[src/design/rapx_pkg.sv]
// Shared types, widths and codes for the rational approximation search core.
package rapx_pkg;

    localparam int IN_W      = 64;
    localparam int FRAC_BITS = 32;
    localparam int IP_W      = IN_W - FRAC_BITS;
    localparam int F_W       = 32;
    localparam int TOL_W     = 32;
    localparam int LIM_W     = 16;
    localparam int D_W       = F_W + 1;
    localparam int E_W       = 2 * F_W + 2;
    localparam int NUM_W     = 32;
    localparam int DEN_W     = 31;
    localparam int ST_W      = 2;
    localparam int PROD_W    = 2 * DEN_W;
    localparam int CFG_IDX_W = 1;
    localparam int CFG_W     = 32;

    localparam logic [CFG_IDX_W-1:0] CFG_TOL   = 1'b0;
    localparam logic [CFG_IDX_W-1:0] CFG_LIMIT = 1'b1;

    localparam logic [TOL_W-1:0] TOL_RESET   = 32'd42950;
    localparam logic [LIM_W-1:0] LIMIT_RESET = 16'd4096;

    typedef logic [ST_W-1:0] t_status;
    localparam t_status ST_OK    = 2'd0;
    localparam t_status ST_LIMIT = 2'd1;
    localparam t_status ST_SAT   = 2'd2;

    typedef enum logic [2:0] {
        S_IDLE,
        S_NEG,
        S_CLASS,
        S_SUMP,
        S_SUMN,
        S_MUL,
        S_FIN
    } t_state;

    typedef struct packed {
        logic [TOL_W-1:0] tol;
        logic [LIM_W-1:0] limit;
    } t_cfg;

    typedef struct packed {
        logic [E_W-1:0] sum;
        logic           pos;
    } t_add_res;

endpackage

[src/design/rapx_cfg.sv]
// Configuration registers: tolerance and step limit.
module rapx_cfg import rapx_pkg::*; (
    input  logic                 i_clk,
    input  logic                 i_rst_n,
    input  logic                 i_cfg_we,
    input  logic [CFG_IDX_W-1:0] i_cfg_idx,
    input  logic [CFG_W-1:0]     i_cfg_data,
    output t_cfg                 o_cfg
);

    logic [TOL_W-1:0] r_tol;
    logic [LIM_W-1:0] r_limit;

    always_ff @(posedge i_clk) begin
        if (!i_rst_n) begin
            r_tol   <= TOL_RESET;
            r_limit <= LIMIT_RESET;
        end else if (i_cfg_we) begin
            unique case (i_cfg_idx)
                CFG_TOL:   r_tol   <= i_cfg_data[TOL_W-1:0];
                CFG_LIMIT: r_limit <= i_cfg_data[LIM_W-1:0];
                default: ;
            endcase
        end
    end

    assign o_cfg.tol   = r_tol;
    assign o_cfg.limit = r_limit;

endmodule

[src/design/rapx_addu.sv]
// Shared wide adder with a positive flag.
module rapx_addu import rapx_pkg::*; (
    input  logic [E_W-1:0] i_a,
    input  logic [E_W-1:0] i_b,
    input  logic           i_cin,
    output t_add_res       o_res
);

    logic [E_W-1:0] sum;

    assign sum       = i_a + i_b + E_W'(i_cin);
    assign o_res.sum = sum;
    assign o_res.pos = !sum[E_W-1] && (|sum);

endmodule

[src/design/rational_approximation_search_core.sv]
// Stern-Brocot rational approximation of a signed Q32.32 value within a set tolerance.
// Each request takes N mediant steps, where N is 0 when the fraction lies within tolerance
// of 0 or 1 and is otherwise at most the step limit, which counts as one when set to zero.
// Each mediant step passes through S_SUMP and S_SUMN, where the one shared 66-bit adder
// sums the upper and lower error terms of the two bounding fractions; the same adder
// also negates a negative input in S_NEG. A new request is taken only while the core is
// idle; a finished result may still wait in the output register at that time.
module rational_approximation_search_core import rapx_pkg::*; (
    input  logic                 i_clk,
    input  logic                 i_rst_n,
    input  logic                 i_valid,
    output logic                 o_stall,
    input  logic [IN_W-1:0]      i_value,
    output logic                 o_valid,
    input  logic                 i_stall,
    output logic [NUM_W-1:0]     o_numerator,
    output logic [DEN_W-1:0]     o_denominator,
    output logic [ST_W-1:0]      o_status,
    output logic [LIM_W-1:0]     o_steps_used,
    input  logic                 i_cfg_we,
    input  logic [CFG_IDX_W-1:0] i_cfg_idx,
    input  logic [CFG_W-1:0]     i_cfg_data
);

    t_cfg     cfg;
    t_add_res add;
    t_state   r_state, n_state;

    logic [E_W-1:0]    add_a, add_b;
    logic              add_cin;

    logic [IN_W-1:0]   r_raw;
    logic              r_neg;
    logic [IP_W-1:0]   r_ip;
    logic [F_W-1:0]    r_f;
    logic [D_W-1:0]    r_m, r_d;
    logic [D_W-1:0]    r_lo_n, r_lo_d, r_hi_n, r_hi_d;
    logic [E_W-1:0]    r_ep, r_ep_lo, r_ep_hi, r_en_lo, r_en_hi;
    logic [LIM_W-1:0]  r_steps;
    t_status           r_status;
    logic              r_sat;
    logic [PROD_W-1:0] r_prod;

    logic              r_o_valid;
    logic [NUM_W-1:0]  r_o_num;
    logic [DEN_W-1:0]  r_o_den;
    t_status           r_o_status;
    logic [LIM_W-1:0]  r_o_steps;

    logic              accept, out_free;
    logic [D_W-1:0]    fp, fm;
    logic              to_zero, to_one;
    logic [E_W-1:0]    one_e;
    logic [LIM_W-1:0]  limit_eff;
    logic              go_hi, go_lo, hit_limit;
    logic [PROD_W:0]   fin_sum;
    logic              over;
    logic [DEN_W-1:0]  nmag, den_out;
    logic [NUM_W-1:0]  num_out;

    rapx_cfg u_cfg (
        .i_clk      (i_clk),
        .i_rst_n    (i_rst_n),
        .i_cfg_we   (i_cfg_we),
        .i_cfg_idx  (i_cfg_idx),
        .i_cfg_data (i_cfg_data),
        .o_cfg      (cfg)
    );

    rapx_addu u_addu (
        .i_a   (add_a),
        .i_b   (add_b),
        .i_cin (add_cin),
        .o_res (add)
    );

    assign accept   = i_valid && !o_stall;
    assign out_free = !r_o_valid || !i_stall;

    assign fp      = {1'b0, r_f} + {1'b0, cfg.tol};
    assign fm      = {1'b0, r_f} - {1'b0, cfg.tol};
    assign to_zero = (r_f <= cfg.tol);
    assign to_one  = fp[D_W-1] && (|fp[D_W-2:0]);
    assign one_e   = E_W'(1) << F_W;

    assign limit_eff = (cfg.limit == '0) ? LIM_W'(1) : cfg.limit;
    assign go_hi     = r_ep[E_W-1];
    assign go_lo     = !go_hi && add.pos;
    assign hit_limit = (r_steps >= limit_eff);

    assign fin_sum = {1'b0, r_prod} + (PROD_W+1)'(r_m);
    assign over    = r_sat || (|fin_sum[PROD_W:DEN_W]);
    assign nmag    = over ? {DEN_W{1'b1}} : fin_sum[DEN_W-1:0];
    assign den_out = (|r_d[D_W-1:DEN_W]) ? {DEN_W{1'b1}} : r_d[DEN_W-1:0];
    assign num_out = r_neg ? (NUM_W'(0) - {1'b0, nmag}) : {1'b0, nmag};

    always_comb begin
        add_a   = '0;
        add_b   = '0;
        add_cin = 1'b0;
        case (r_state)
            S_NEG: begin
                add_a   = E_W'(r_neg ? ~r_raw : r_raw);
                add_cin = r_neg;
            end
            S_SUMP: begin
                add_a = r_ep_lo;
                add_b = r_ep_hi;
            end
            S_SUMN: begin
                add_a = r_en_lo;
                add_b = r_en_hi;
            end
            default: ;
        endcase
    end

    always_ff @(posedge i_clk) begin
        if (!i_rst_n) begin
            r_state <= S_IDLE;
        end else begin
            r_state <= n_state;
        end
    end

    always_comb begin
        n_state = r_state;
        o_stall = 1'b1;
        unique case (r_state)
            S_IDLE: begin
                o_stall = 1'b0;
                if (i_valid) begin
                    n_state = S_NEG;
                end
            end
            S_NEG:   n_state = S_CLASS;
            S_CLASS: n_state = (to_zero || to_one) ? S_MUL : S_SUMP;
            S_SUMP:  n_state = S_SUMN;
            S_SUMN: begin
                if ((!go_hi && !go_lo) || hit_limit) begin
                    n_state = S_MUL;
                end else begin
                    n_state = S_SUMP;
                end
            end
            S_MUL:   n_state = S_FIN;
            S_FIN: begin
                if (out_free) begin
                    n_state = S_IDLE;
                end
            end
            default: n_state = S_IDLE;
        endcase
    end

    always_ff @(posedge i_clk) begin
        case (r_state)
            S_IDLE: begin
                if (accept) begin
                    r_raw <= i_value;
                    r_neg <= i_value[IN_W-1];
                end
            end
            S_NEG: begin
                r_ip <= add.sum[IN_W-1:FRAC_BITS];
                r_f  <= F_W'(add.sum[FRAC_BITS-1:0]) << (F_W - FRAC_BITS);
            end
            S_CLASS: begin
                r_steps  <= '0;
                r_status <= ST_OK;
                r_d      <= D_W'(1);
                r_m      <= (!to_zero && to_one) ? D_W'(1) : D_W'(0);
                r_lo_n   <= D_W'(0);
                r_lo_d   <= D_W'(1);
                r_hi_n   <= D_W'(1);
                r_hi_d   <= D_W'(1);
                r_ep_lo  <= E_W'(fp);
                r_ep_hi  <= E_W'(fp) - one_e;
                r_en_lo  <= E_W'(fm);
                r_en_hi  <= E_W'(fm) - one_e;
            end
            S_SUMP: begin
                r_ep    <= add.sum;
                r_m     <= r_lo_n + r_hi_n;
                r_d     <= r_lo_d + r_hi_d;
                r_steps <= r_steps + LIM_W'(1);
            end
            S_SUMN: begin
                if (go_hi) begin
                    r_hi_n  <= r_m;
                    r_hi_d  <= r_d;
                    r_ep_hi <= r_ep;
                    r_en_hi <= add.sum;
                end else if (go_lo) begin
                    r_lo_n  <= r_m;
                    r_lo_d  <= r_d;
                    r_ep_lo <= r_ep;
                    r_en_lo <= add.sum;
                end
                if ((go_hi || go_lo) && hit_limit) begin
                    r_status <= ST_LIMIT;
                end
            end
            S_MUL: begin
                r_sat  <= (|r_ip[IP_W-1:DEN_W]) || (|r_d[D_W-1:DEN_W]);
                r_prod <= r_ip[DEN_W-1:0] * r_d[DEN_W-1:0];
            end
            default: ;
        endcase
    end

    always_ff @(posedge i_clk) begin
        if (!i_rst_n) begin
            r_o_valid <= 1'b0;
        end else if (r_state == S_FIN && out_free) begin
            r_o_valid <= 1'b1;
        end else if (!i_stall) begin
            r_o_valid <= 1'b0;
        end
    end

    always_ff @(posedge i_clk) begin
        if (r_state == S_FIN && out_free) begin
            r_o_num    <= num_out;
            r_o_den    <= den_out;
            r_o_status <= over ? ST_SAT : r_status;
            r_o_steps  <= r_steps;
        end
    end

    assign o_valid       = r_o_valid;
    assign o_numerator   = r_o_num;
    assign o_denominator = r_o_den;
    assign o_status      = r_o_status;
    assign o_steps_used  = r_o_steps;

endmodule

[config.mk]
export PLATFORM = sky130hd
export DESIGN_NAME = rational_approximation_search_core
export DESIGN_NICKNAME = d
export VERILOG_FILES = /design/src/design/rapx_pkg.sv /design/src/design/rapx_cfg.sv /design/src/design/rapx_addu.sv /design/src/design/rational_approximation_search_core.sv
export SDC_FILE = /design/constraint.sdc
export NUM_CORES = 2
export LEC_CHECK = 0
export BUFFER_PORTS_ARGS = -buffer_cell sky130_fd_sc_hd__buf_2
export CAP_MARGIN = 20
export CORE_MARGIN = 1.5
export CORE_UTILIZATION = 65
export CTS_CLUSTER_DIAMETER = 100
export DETAILED_ROUTE_END_ITERATION = 7
export PLACE_DENSITY = 0.82
export SYNTH_ARGS = -nofsm -noshare
export SYNTH_HDL_FRONTEND = slang
export SYNTH_HIERARCHICAL = 1
export SYNTH_SLANG_ARGS = --single-unit
[constraint.sdc]
create_clock -name i_clk -period 23.7 [get_ports i_clk]
set_clock_uncertainty 0.15 [all_clocks]
set_input_delay 0 -clock i_clk [delete_from_list [all_inputs] [get_ports i_clk]]
set_output_delay 0 -clock i_clk [all_outputs]
set_load 0.005 [all_outputs]
==> reports/results.txt <==
Die Wd: 352 microns
Num CTS Buffers: 93
first-pass GRT wire length: 358,000 microns
Max Buffers Root-to-Sink: 3
worst slew pin tran: 1210 ps
status: completed
Crit path required time: 23,870 ps
syn_nets: 9,345
Core Region: 120,000 sq um
Post-synth EDFFs: 816
YS warnings: 6
Vert. Die Dim: 352 microns
Worst path max stage delay: 1010 ps
#FFs+latches synth: 868
Die Area: 124,000 sq um
DP Wirelength: 161,000 microns
share of post-route cells with drive strength above 1: 0.0661
IO Count: 185
Final period util: 0.468
Row Count: 127
clk slew on worst S/H paths: 60 ps
Starting Density: 0.658
Setup TNS: 0 ps
cts repair resizes: 0
CP startpoint kind: register
WL/cell: 23.3 microns
endpoints failing setup: 0
final design utilization: 0.723
cell breakdown of the critical path: buf_4 > nand2b_1 > clkinv_2 > nand2_4 > inv_6 > buf_4 > a22o_1 > ha_1 > nand4_2 > or2_2 > a2111oi_0 > o31a_1 > a21oi_1 > o31ai_1 > xor2_1 > or3_1 > nor4_1 > a31oi_1 > nand3b_1 > a21oi_4 > buf_4 > buf_4
htree depth: 3
Setup WS pre-CTS: 12,770 ps
vias per cell: 6.34
r2r endpoint: r_lo_n[14]
worst endpoint data arrival time: 11,270 ps
RSZ-0062 raised after global routing: false
delay-heaviest family, CP: buffers and inverters
DRC: 0
leading cell type in the layout, fill and taps excluded: inv_1
IO Port Bufs: 184
slew margin rel.: 0.174
HP Class: input pin to register
P&R area growth vs syn: 9.83%
CP bufs+invs: 6
Most used DFF post-synth: edfxtp_1
R2R Setup Slk: 12,600 ps
Setup crit end kind: register
Max Cap Violations: 0
Slowest cell on crit path: a2111oi_0
Slew Limit Fails: 0
Hold Path Depth: 4
Routed Antenna Nets: 0
Mapped Area: 79,100 sq um
Pre-antenna DRT Iters: 7
post-synthesis area per instance: 10.0 sq um
R2R depth: 22
min cycle time layout: 11,100 ps
nets: 9,557
CP most frequent cell: buf_4
Post-CTS Setup Inserts: 0
hold buffers post-CTS: 252
vias: 62,200
post-synth cell types: 107
vias in the first global route: 63,900
Critical R2R Launch: r_state[1]
post-place instance area: 81,100 sq um
WS Path Type: register to register
Mapped Cells: 7,901
Finished Cell Area: 86,900 sq um
achievable frequency: 0.0901 GHz
most frequent cells in the layout: inv_1 (971), nand2_1 (901), fa_1 (844)
ys async rst share: 0
Worst Hold Launch: i_valid
total gr overflow: 0
Final Hold Viols: 0
initial antenna violation count: 11
total track usage: 0.370
total wire length: 229,000 microns
clk_lat worst skew: 750 ps
fill cell count: 8,210
starting DRC count in detailed routing: 6,539
register area share after synthesis: 0.323
CP Max Fanout: 90
largest net degree at the start of global routing: 120
Root Buffer: clkbuf_16
CTS tree: yes
CTS Sinks: 868
routability cong.: 0.975
Hold EP: r_state[0]
Worst Setup Slack, final: 12,600 ps
-- synth_stat cells, types with 37 or more instances --
cell type / number / area, sq um
a21o_1: 115 / 863
fa_1: 844 / 16900
edfxtp_1: 816 / 24500
o21bai_1: 39 / 293
o21a_1: 48 / 360
clkbuf_1: 344 / 1290
nor3_1: 80 / 400
nand4_1: 63 / 394
o211ai_1: 39 / 293
nand2_1: 903 / 3390
or3_1: 77 / 482
a22o_1: 93 / 815
nand3_1: 136 / 681
buf_2: 37 / 185
and3_1: 146 / 913
a211oi_1: 40 / 300
nor2_1: 416 / 1560
inv_1: 974 / 3660
xnor2_1: 216 / 1890
nand2b_1: 51 / 319
mux2i_1: 46 / 460
a21oi_1: 363 / 1820
o21ai_0: 268 / 1340
and2_1: 570 / 3570
ha_1: 498 / 6230
xor2_1: 86 / 753
dfxtp_1: 52 / 1040
-- worst register-to-register path, delay by kind of cell (launching register included) --
kind	cells	cell delay, ps
XOR/XNOR	1	390
AND/OR/NAND/NOR	7	2240
adder cells (fa/ha/maj)	1	340
buffers and inverters	6	4430
flip-flops	1	360
AO/OA/AOI/OAI	7	2730
-- registers in the layout, indices dropped and copies added (netlist names), 33 cells and up --
register and count:
r_ep_hi 66, r_d 33, r_en_hi 66, r_lo_d 33, r_ep 66, r_raw 64, r_hi_d 33, r_en_lo 66
r_lo_n 33, r_m 33, r_prod 62, r_ep_lo 65, r_hi_n 33
-- worst max path at each step --
stage / slack [ps] / depth (start not counted) / end / startpoint
2_1_floorplan: 6410 / 18 / r_en_lo[0] / r_state[1]
3_3_place_gp: 13130 / 22 / r_lo_n[14] / r_state[1]
3_5_place_dp: 12770 / 22 / r_lo_n[14] / r_state[1]
4_1_cts: 12660 / 22 / r_lo_n[10] / r_state[1]
5_1_grt: 12180 / 24 / r_lo_n[10] / r_state[1]
6_report: 12600 / 22 / r_lo_n[14] / r_state[1]
-- stage by stage --
stage / hold WS (ps) / instances
2_1_floorplan: -51.1 / 7901
3_3_place_gp: 25.8 / 9376
3_5_place_dp: 28.1 / 9376
4_1_cts: 30.0 / 9800
5_1_grt: 88.2 / 9803
6_report: 83.7 / 9806
-- layout make-up --
class / instances / area [sq um] / share of cell area
multi-input combinational: 5633 / 48200 / 0.554
sequential: 868 / 25500 / 0.294
tap: 1612 / 2020 / 0.0232
antenna: 4 / 10.0 / 0.000115
clock buffer: 115 / 2520 / 0.0290
timing repair buffer: 539 / 4250 / 0.0489
clock inverter: 57 / 698 / 0.00803
inverter: 978 / 3680 / 0.0424
-- logic make-up after synthesis --
group / share of synthesized area
compound gates: 0.111
xor+xnor: 0.0334
fa+ha+maj: 0.292
buf+inv: 0.0694
flops: 0.323
mux: 0.00624
simple gates: 0.165
-- routing by layer --
| layer | GRT usage | vias to the layer above | wire (microns) |
|---|---|---|---|
| met5 | 0 | - | 24 |
| li1 | - | 27000 | - |
| met4 | 0.170 | 4 | 12000 |
| met3 | 0.0967 | 801 | 26900 |
| met2 | 0.589 | 3896 | 105000 |
| met1 | 0.477 | 30500 | 85200 |
Power is left out: the tool's default activity adds up to more than one toggle a clock period on the data nets, which glitch-free logic cannot reach.
